--- src/hdl/e2c_pkg.sv ---
`default_nettype none

package e2c_pkg;

  // Pipeline depth: one register stage per entry
  localparam int NUM_STAGES = 8;

  // Seconds to days: t / 86400 = (t >> 7) / 675
  localparam logic [25:0] DAY_RECIP = 26'd50903316;  // floor(2^35 / 675)
  localparam logic [9:0]  DAY_DIV   = 10'd675;

  // Day count rebased to 1968-01-01, the head of a four-year leap cycle
  localparam logic [15:0] EPOCH_TO_1968 = 16'd731;
  // Days from the epoch to 2100-03-01; from there on a phantom Feb 29 is inserted
  localparam logic [15:0] MAR_2100      = 16'd47541;
  localparam logic [15:0] QUAD_RECIP    = 16'd45934;  // ceil(2^26 / 1461)
  localparam logic [10:0] QUAD_DAYS     = 11'd1461;
  localparam logic [11:0] BASE_YEAR     = 12'd1968;

  // Starts of the second, third and fourth year inside a four-year cycle
  localparam logic [10:0] YEAR1_START = 11'd366;
  localparam logic [10:0] YEAR2_START = 11'd731;
  localparam logic [10:0] YEAR3_START = 11'd1096;

  // Reciprocals for small constant divides
  localparam logic [14:0] RECIP_15 = 15'd17477;  // ceil(2^18 / 15)
  localparam logic [16:0] RECIP_7  = 17'd74899;  // ceil(2^19 / 7)

  // The epoch fell on a Thursday
  localparam logic [2:0] EPOCH_WEEKDAY = 3'd4;

  typedef logic [8:0] doy_t;
  typedef logic [3:0] mon_idx_t;

  // First day of each month within a common year, zero based
  localparam doy_t MONTH_START [12] = '{
    9'd0, 9'd31, 9'd59, 9'd90, 9'd120, 9'd151,
    9'd181, 9'd212, 9'd243, 9'd273, 9'd304, 9'd334
  };

  // First day of a month; months past February shift by one in a leap year
  function automatic doy_t month_start(input mon_idx_t idx, input logic leap);
    doy_t base;
    base = '0;
    if (idx < 4'd12) begin
      base = MONTH_START[idx];
    end
    if (leap && (idx >= 4'd2)) begin
      base = base + 9'd1;
    end
    return base;
  endfunction

  // Per-stage load enables and occupancy of the pipeline
  typedef struct packed {
    logic [NUM_STAGES-1:0] en;
    logic [NUM_STAGES-1:0] valid;
  } flow_t;

endpackage

`default_nettype wire

--- src/hdl/epoch_seconds_to_calendar_unit.sv ---
`default_nettype none

// Epoch seconds to calendar date and time of day.
//
// Input channel: in_valid / in_stall with in_epoch_seconds, an unsigned count
// of seconds since 1970-01-01 00:00:00. Output channel: out_valid / out_stall
// with year, month, day of month, hour, minute, second and weekday
// (0 = Sunday). A transfer happens on a clock edge where valid is high and
// stall is low. Every input transfer yields exactly one output transfer, in order.
//
// out_valid rises once an input transfer has moved through register stages 0
// to 7. The eight register stages each hold one item, so one item per cycle
// is sustained while out_stall is low; the per-stage load enables let bubbles
// close up while the output is held.
// When out_stall holds a result, earlier stages keep filling; in_stall rises
// only once all eight stages hold items.
//
// Reset (rst_n low, synchronous) empties the pipeline; items in flight are
// dropped and out_valid is low on the next cycle.
module epoch_seconds_to_calendar_unit (
  input  wire logic        clk,
  input  wire logic        rst_n,
  input  wire logic        in_valid,
  output logic             in_stall,
  input  wire logic [31:0] in_epoch_seconds,
  output logic             out_valid,
  input  wire logic        out_stall,
  output logic [11:0]      out_year,
  output logic [3:0]       out_month,
  output logic [4:0]       out_day_of_month,
  output logic [4:0]       out_hour,
  output logic [5:0]       out_minute,
  output logic [5:0]       out_second,
  output logic [2:0]       out_weekday
);

  localparam int N = e2c_pkg::NUM_STAGES;

  e2c_pkg::flow_t flow;

  e2c_flow u_flow (
    .clk       (clk),
    .rst_n     (rst_n),
    .in_valid  (in_valid),
    .out_stall (out_stall),
    .flow      (flow)
  );

  assign in_stall  = !flow.en[0];
  assign out_valid = flow.valid[N-1];

  // Stage 0: estimate of whole days, exact or one low
  logic [50:0] day_prod;
  logic [31:0] s0_secs_r;
  logic [15:0] s0_est_r;

  assign day_prod = {26'd0, in_epoch_seconds[31:7]} * {25'd0, e2c_pkg::DAY_RECIP};

  always_ff @(posedge clk) begin
    if (flow.en[0]) begin
      s0_secs_r <= in_epoch_seconds;
      s0_est_r  <= day_prod[50:35];
    end
  end

  // Stage 1: multiply the estimate back
  logic [25:0] s1_back_r;
  logic [31:0] s1_secs_r;
  logic [15:0] s1_est_r;

  always_ff @(posedge clk) begin
    if (flow.en[1]) begin
      s1_secs_r <= s0_secs_r;
      s1_est_r  <= s0_est_r;
      s1_back_r <= {10'd0, s0_est_r} * {16'd0, e2c_pkg::DAY_DIV};
    end
  end

  // Stage 2: correct the day count and form the seconds of the day
  logic [25:0] day_rem;
  logic [10:0] day_rem_lo;
  logic        day_fix;
  logic [10:0] day_rem_fix;
  logic [15:0] s2_days_r;
  logic [16:0] s2_sod_r;

  assign day_rem     = {1'b0, s1_secs_r[31:7]} - s1_back_r;
  assign day_rem_lo  = day_rem[10:0];
  assign day_fix     = day_rem_lo >= {1'b0, e2c_pkg::DAY_DIV};
  assign day_rem_fix = day_fix ? (day_rem_lo - {1'b0, e2c_pkg::DAY_DIV}) : day_rem_lo;

  always_ff @(posedge clk) begin
    if (flow.en[2]) begin
      s2_days_r <= s1_est_r + {15'd0, day_fix};
      s2_sod_r  <= {day_rem_fix[9:0], s1_secs_r[6:0]};
    end
  end

  // Stage 3: four-year cycle, minute of the day and week quotients
  logic [15:0] shift_days;
  logic [31:0] quad_prod;
  logic [29:0] min_prod;
  logic [15:0] wk_days;
  logic [32:0] wk_prod;
  logic [15:0] s3_shift_r;
  logic [5:0]  s3_cyc_r;
  logic [10:0] s3_mod_r;
  logic [16:0] s3_sod_r;
  logic [15:0] s3_wk_r;
  logic [12:0] s3_wq_r;

  // Insert a phantom Feb 29 for dates from March 2100 on, keeping cycles uniform
  assign shift_days = s2_days_r + e2c_pkg::EPOCH_TO_1968
                    + {15'd0, (s2_days_r >= e2c_pkg::MAR_2100)};
  assign quad_prod  = {16'd0, shift_days} * {16'd0, e2c_pkg::QUAD_RECIP};
  assign min_prod   = {15'd0, s2_sod_r[16:2]} * {15'd0, e2c_pkg::RECIP_15};
  assign wk_days    = s2_days_r + {13'd0, e2c_pkg::EPOCH_WEEKDAY};
  assign wk_prod    = {17'd0, wk_days} * {16'd0, e2c_pkg::RECIP_7};

  always_ff @(posedge clk) begin
    if (flow.en[3]) begin
      s3_shift_r <= shift_days;
      s3_cyc_r   <= quad_prod[31:26];
      s3_mod_r   <= min_prod[28:18];
      s3_sod_r   <= s2_sod_r;
      s3_wk_r    <= wk_days;
      s3_wq_r    <= wk_prod[31:19];
    end
  end

  // Stage 4: remainders of the day in cycle, second and weekday
  logic [15:0] quad_base;
  logic [15:0] quad_rem;
  logic [16:0] min_base;
  logic [16:0] sec_diff;
  logic [15:0] wk_base;
  logic [15:0] wk_diff;
  logic [10:0] s4_rem_r;
  logic [5:0]  s4_cyc_r;
  logic [10:0] s4_mod_r;
  logic [5:0]  s4_sec_r;
  logic [2:0]  s4_wday_r;

  assign quad_base = {10'd0, s3_cyc_r} * {5'd0, e2c_pkg::QUAD_DAYS};
  assign quad_rem  = s3_shift_r - quad_base;
  assign min_base  = {s3_mod_r, 6'd0} - {4'd0, s3_mod_r, 2'd0};
  assign sec_diff  = s3_sod_r - min_base;
  assign wk_base   = {s3_wq_r, 3'd0} - {3'd0, s3_wq_r};
  assign wk_diff   = s3_wk_r - wk_base;

  always_ff @(posedge clk) begin
    if (flow.en[4]) begin
      s4_rem_r  <= quad_rem[10:0];
      s4_cyc_r  <= s3_cyc_r;
      s4_mod_r  <= s3_mod_r;
      s4_sec_r  <= sec_diff[5:0];
      s4_wday_r <= wk_diff[2:0];
    end
  end

  // Stage 5: year within the cycle, day of year, hour
  logic [1:0]  yoff;
  logic [10:0] year_base;
  logic [10:0] doy_full;
  logic [23:0] hr_prod;
  logic [1:0]  s5_yoff_r;
  e2c_pkg::doy_t s5_doy_r;
  logic [5:0]  s5_cyc_r;
  logic [4:0]  s5_hour_r;
  logic [10:0] s5_mod_r;
  logic [5:0]  s5_sec_r;
  logic [2:0]  s5_wday_r;

  // The leap year leads each cycle
  always_comb begin
    if (s4_rem_r < e2c_pkg::YEAR1_START) begin
      yoff      = 2'd0;
      year_base = '0;
    end else if (s4_rem_r < e2c_pkg::YEAR2_START) begin
      yoff      = 2'd1;
      year_base = e2c_pkg::YEAR1_START;
    end else if (s4_rem_r < e2c_pkg::YEAR3_START) begin
      yoff      = 2'd2;
      year_base = e2c_pkg::YEAR2_START;
    end else begin
      yoff      = 2'd3;
      year_base = e2c_pkg::YEAR3_START;
    end
  end

  assign doy_full = s4_rem_r - year_base;
  assign hr_prod  = {15'd0, s4_mod_r[10:2]} * {9'd0, e2c_pkg::RECIP_15};

  always_ff @(posedge clk) begin
    if (flow.en[5]) begin
      s5_yoff_r <= yoff;
      s5_doy_r  <= doy_full[8:0];
      s5_cyc_r  <= s4_cyc_r;
      s5_hour_r <= hr_prod[22:18];
      s5_mod_r  <= s4_mod_r;
      s5_sec_r  <= s4_sec_r;
      s5_wday_r <= s4_wday_r;
    end
  end

  // Stage 6: year number, month index, minute
  logic              leap;
  e2c_pkg::mon_idx_t mon_cnt;
  logic [10:0]       hr_base;
  logic [10:0]       min_diff;
  logic [11:0]       s6_year_r;
  logic              s6_leap_r;
  e2c_pkg::mon_idx_t s6_mon_r;
  e2c_pkg::doy_t     s6_doy_r;
  logic [4:0]        s6_hour_r;
  logic [5:0]        s6_min_r;
  logic [5:0]        s6_sec_r;
  logic [2:0]        s6_wday_r;

  assign leap = (s5_yoff_r == 2'd0);

  // Count month starts at or before the day of year
  always_comb begin
    mon_cnt = '0;
    for (int m = 1; m < 12; m++) begin
      if (s5_doy_r >= e2c_pkg::month_start(4'(m), leap)) begin
        mon_cnt = mon_cnt + 4'd1;
      end
    end
  end

  assign hr_base  = {s5_hour_r, 6'd0} - {4'd0, s5_hour_r, 2'd0};
  assign min_diff = s5_mod_r - hr_base;

  always_ff @(posedge clk) begin
    if (flow.en[6]) begin
      s6_year_r <= e2c_pkg::BASE_YEAR + {4'd0, s5_cyc_r, 2'd0} + {10'd0, s5_yoff_r};
      s6_leap_r <= leap;
      s6_mon_r  <= mon_cnt;
      s6_doy_r  <= s5_doy_r;
      s6_hour_r <= s5_hour_r;
      s6_min_r  <= min_diff[5:0];
      s6_sec_r  <= s5_sec_r;
      s6_wday_r <= s5_wday_r;
    end
  end

  // Stage 7: output register with month and day of month
  e2c_pkg::doy_t day_diff;
  logic [11:0]   out_year_r;
  logic [3:0]    out_month_r;
  logic [4:0]    out_day_r;
  logic [4:0]    out_hour_r;
  logic [5:0]    out_minute_r;
  logic [5:0]    out_second_r;
  logic [2:0]    out_weekday_r;

  assign day_diff = s6_doy_r - e2c_pkg::month_start(s6_mon_r, s6_leap_r) + 9'd1;

  always_ff @(posedge clk) begin
    if (flow.en[7]) begin
      out_year_r    <= s6_year_r;
      out_month_r   <= s6_mon_r + 4'd1;
      out_day_r     <= day_diff[4:0];
      out_hour_r    <= s6_hour_r;
      out_minute_r  <= s6_min_r;
      out_second_r  <= s6_sec_r;
      out_weekday_r <= s6_wday_r;
    end
  end

  assign out_year         = out_year_r;
  assign out_month        = out_month_r;
  assign out_day_of_month = out_day_r;
  assign out_hour         = out_hour_r;
  assign out_minute       = out_minute_r;
  assign out_second       = out_second_r;
  assign out_weekday      = out_weekday_r;

endmodule

`default_nettype wire

--- src/hdl/e2c_flow.sv ---
`default_nettype none

module e2c_flow (
  input  wire logic          clk,
  input  wire logic          rst_n,
  input  wire logic          in_valid,
  input  wire logic          out_stall,
  output e2c_pkg::flow_t     flow
);

  localparam int N = e2c_pkg::NUM_STAGES;

  logic [N-1:0] valid_r;
  logic [N-1:0] en;

  // A stage loads when it is empty or when the stage after it moves on
  always_comb begin
    en[N-1] = !valid_r[N-1] || !out_stall;
    for (int i = N - 2; i >= 0; i--) begin
      en[i] = !valid_r[i] || en[i+1];
    end
  end

  // Advance the valid bits alongside the data
  always_ff @(posedge clk) begin
    if (!rst_n) begin
      valid_r <= '0;
    end else begin
      if (en[0]) begin
        valid_r[0] <= in_valid;
      end
      for (int i = 1; i < N; i++) begin
        if (en[i]) begin
          valid_r[i] <= valid_r[i-1];
        end
      end
    end
  end

  assign flow.en    = en;
  assign flow.valid = valid_r;

endmodule

`default_nettype wire

--- config.mk ---
export PLATFORM = sky130hd
export DESIGN_NAME = epoch_seconds_to_calendar_unit
export DESIGN_NICKNAME = d
export VERILOG_FILES = /design/src/hdl/e2c_pkg.sv /design/src/hdl/epoch_seconds_to_calendar_unit.sv /design/src/hdl/e2c_flow.sv
export SDC_FILE = /design/constraint.sdc
export NUM_CORES = 2
export LEC_CHECK = 0
export BUFFER_PORTS_ARGS = -buffer_cell sky130_fd_sc_hd__buf_2
export CAP_MARGIN = 15
export CORE_ASPECT_RATIO = 1.4
export CORE_MARGIN = 2
export CORE_UTILIZATION = 40
export DETAILED_ROUTE_END_ITERATION = 7
export PLACE_DENSITY = 0.61
export SLEW_MARGIN = 20
export SYNTH_ARGS = -nofsm -noshare
export SYNTH_HDL_FRONTEND = slang
export SYNTH_HIERARCHICAL = 1
export SYNTH_SLANG_ARGS = --single-unit
--- constraint.sdc ---
create_clock -name clk -period 10.05 [get_ports clk]
set_input_delay 0 -clock clk [delete_from_list [all_inputs] [get_ports clk]]
set_output_delay 0 -clock clk [all_outputs]
set_load 0.01 [all_outputs]
==> results.md <==
- Status: finished, final reports clean
- Async set-or-reset flop fraction in the synthesized netlist: 0%
- Antenna diode count: 0
- Ports: 79
- DR vias/cell: 4.79
- Count of pins over their slew limit: 0
- Cells after Synth: 2,965
- Worst slew pin tran: 1040 ps
- Initial DRC count: 615
- WL final: 62,900 um
- Gp weighted congestion: 0.879
- Synth Flop Type: edfxtp_1
- Global Route Usage Sum: 15.3%
- Die Width: 250 um
- Vias: 20,109
- Critical path startpoint category: flop
- Hold Path Origin: in_epoch_seconds[4]
- RSZ-0062 raised after global routing: false
- Clock Pin Slew Worst Setup and Hold Paths: 70 ps
- Critical path type: reg2reg
- Postcts setup bufs: 0
- CTS tree: yes
- Max H-tree Level: 1
- Inserted Clock Buffers: 31
- Crit path launch: s2_days_r[2]
- TNS Setup: 0 ps
- MaxCap Viol Count: 0
- Synthesized area per cell: 11.4 um^2
- Detail Placement HPWL: 53,100 um
- Clk_skew: 22.9 ps
- Post-synthesis cell type count: 84
- Max Clk Rate: 0.107 GHz
- Share of post-route cells with drive strength above 1: 5.85%
- I/O Buffers: 78
- Vias in the first global route: 22,118
- Commonest cells after routing, fill and taps aside: ha_1, inv_1, fa_1
- YS warnings: 6
- Routed WL per cell: 15.0 um
- CP max FO: 10
- Tcrit/Tclk final: 93.1%
- Fin. Hold Viols: 0
- Synth top area share: 28.0%
- Die Y: 348 um
- Post-Synthesis Net Count: 4,104
- Die area: 87,100 um^2
- CP arrival: 9680 ps
- Pre-antenna DRT Iters: 4
- Slew headroom: 30.2%
- CTS Buffer Depth: 3
- Clock Tree Root: clkbuf_16
- Cell taking the most area after synthesis: ha_1
- Post-layout minimum cycle time: 9360 ps
- Crit path max-delay family: adder cells
- Layout area overhead: 8.96%
- Area contributors post-synth: ha_1, edfxtp_1, fa_1
- Most common cell after layout, fill and taps aside: ha_1
- Req. time, crit path: 10,380 ps
- Post-synth EDFFs: 306
- Final Setup Violations: 0
- Clock sinks: 314
- Slowest cell on the critical path: edfxtp_1
- Worst Hold Class: in2reg
- Critical path buffer and inverter count: 6
- Initial Util: 40.3%
- Crit. End Element: flop
- Largest stage delay on the critical path: 570 ps
- GR Overflow Total: 0
- Seq/Total Area, Yosys: 27.6%
- Synthesized cell area: 33,900 um^2
- DRC errors left: 0
- Final ANT Viol Nets: 0
- Synthesized flop and latch total: 314
- Largest net degree at the start of global routing: 45
- Core area: 84,200 um^2
- Clk_lat worst skew: 590 ps
- Row count: 126
- Initial antenna violation count: 1
- Global-route wire length before repair: 108,000 um
- Post-layout nets: 4,227
- Reg2reg start: s2_days_r[2]
final timing paths:
path	cells past startpoint	slack, ps	to
max	38	690	s3_cyc_r[5]
min	2	150	s0_secs_r[4]
max reg2reg	38	690	s3_cyc_r[5]
min reg2reg	0	400	out_second[1]
what timing repair did:
| item | CTS | global route |
|---|---|---|
| setup endpoints to repair | 0 | 3 |
| hold endpoints to repair | 26 | 0 |
| gates resized for setup | 0 | 3 |
| hold buffers | 22 | 0 |
state kept, by name, summed over array words and instances, names as in the netlist, 8 cells and up:
register and count:
s4_mod_r 11, s4_rem_r 11, s0_est_r 16, s3_mod_r 11
s1_secs_r 18, s1_back_r 11, out_year 11, s6_year_r 11
s2_days_r 16, u_flow/valid_r 8, s5_doy_r 9, s2_sod_r 17
s1_est_r 15, s3_shift_r 11, s0_secs_r 18
cell type report:
class	count	area, um^2
Tap cell	1088	1360
Clock inverter	25	274
Sequential cell	314	9350
Timing Repair Buffer	107	663
Multi-Input combinational cell	1920	21800
Clock buffer	33	783
Fill cell	7903	47200
Inverter	714	2680
through the flow:
stage | hold slack [ps] | setup slack, ps | cell area [um^2] | std cells | util, %
2_1_floorplan | 98.9 | 1540 | 33900 | 2965 | -
3_3_place_gp | 182 | 706 | 35600 | 4121 | 42.3
6_report | 153 | 692 | 36900 | 4201 | 43.9
5_1_grt | 146 | 29.3 | 36900 | 4201 | 43.9
3_5_place_dp | 181 | 570 | 35600 | 4121 | 42.3
4_1_cts | 109 | 556 | 36900 | 4201 | 43.9
cells in the mapped netlist (4+ instances only):
cell type,number
nor2_1,90
o211a_1,4
and3_1,14
a21o_1,41
or3_1,5
or2_2,5
o211ai_1,7
o31ai_1,9
fa_1,343
o21a_1,18
a21boi_0,6
a21oi_1,90
xnor2_1,125
o31a_1,4
nand2_1,67
xor2_1,52
nor3_1,16
o21bai_1,14
nor2b_1,15
edfxtp_1,306
ha_1,760
o22ai_1,5
o21ai_0,53
dfxtp_1,8
a31oi_1,10
and2_1,10
nor3b_1,4
clkbuf_1,11
inv_1,713
nand2b_1,15
a211oi_1,9
nand3_1,39
nand4_1,19
metal layers:
| metal | part of all wire (%) | global-route usage, % | wire (um) |
|---|---|---|---|
| met3 | 1.9 | 1.19 | 1230 |
| met5 | 0.019 | 0 | 12 |
| met2 | 54 | 29.9 | 34000 |
| met4 | 3.2 | 4.70 | 2010 |
| met1 | 41 | 17.4 | 25600 |
kinds of logic after synthesis:
group | after synthesis | synth area share, %
adder cells (fa/ha/maj) | 1103 | 48.3
buffers and inverters | 731 | 8.16
AND/OR/NAND/NOR | 321 | 4.74
flip-flops | 314 | 27.6
AO/OA/AOI/OAI | 306 | 6.05
XOR/XNOR | 184 | 4.97
multiplexers | 6 | 0.214
Power is not shown: default switching activity piles up to over one toggle a cycle in this logic, so the estimate is an artifact.
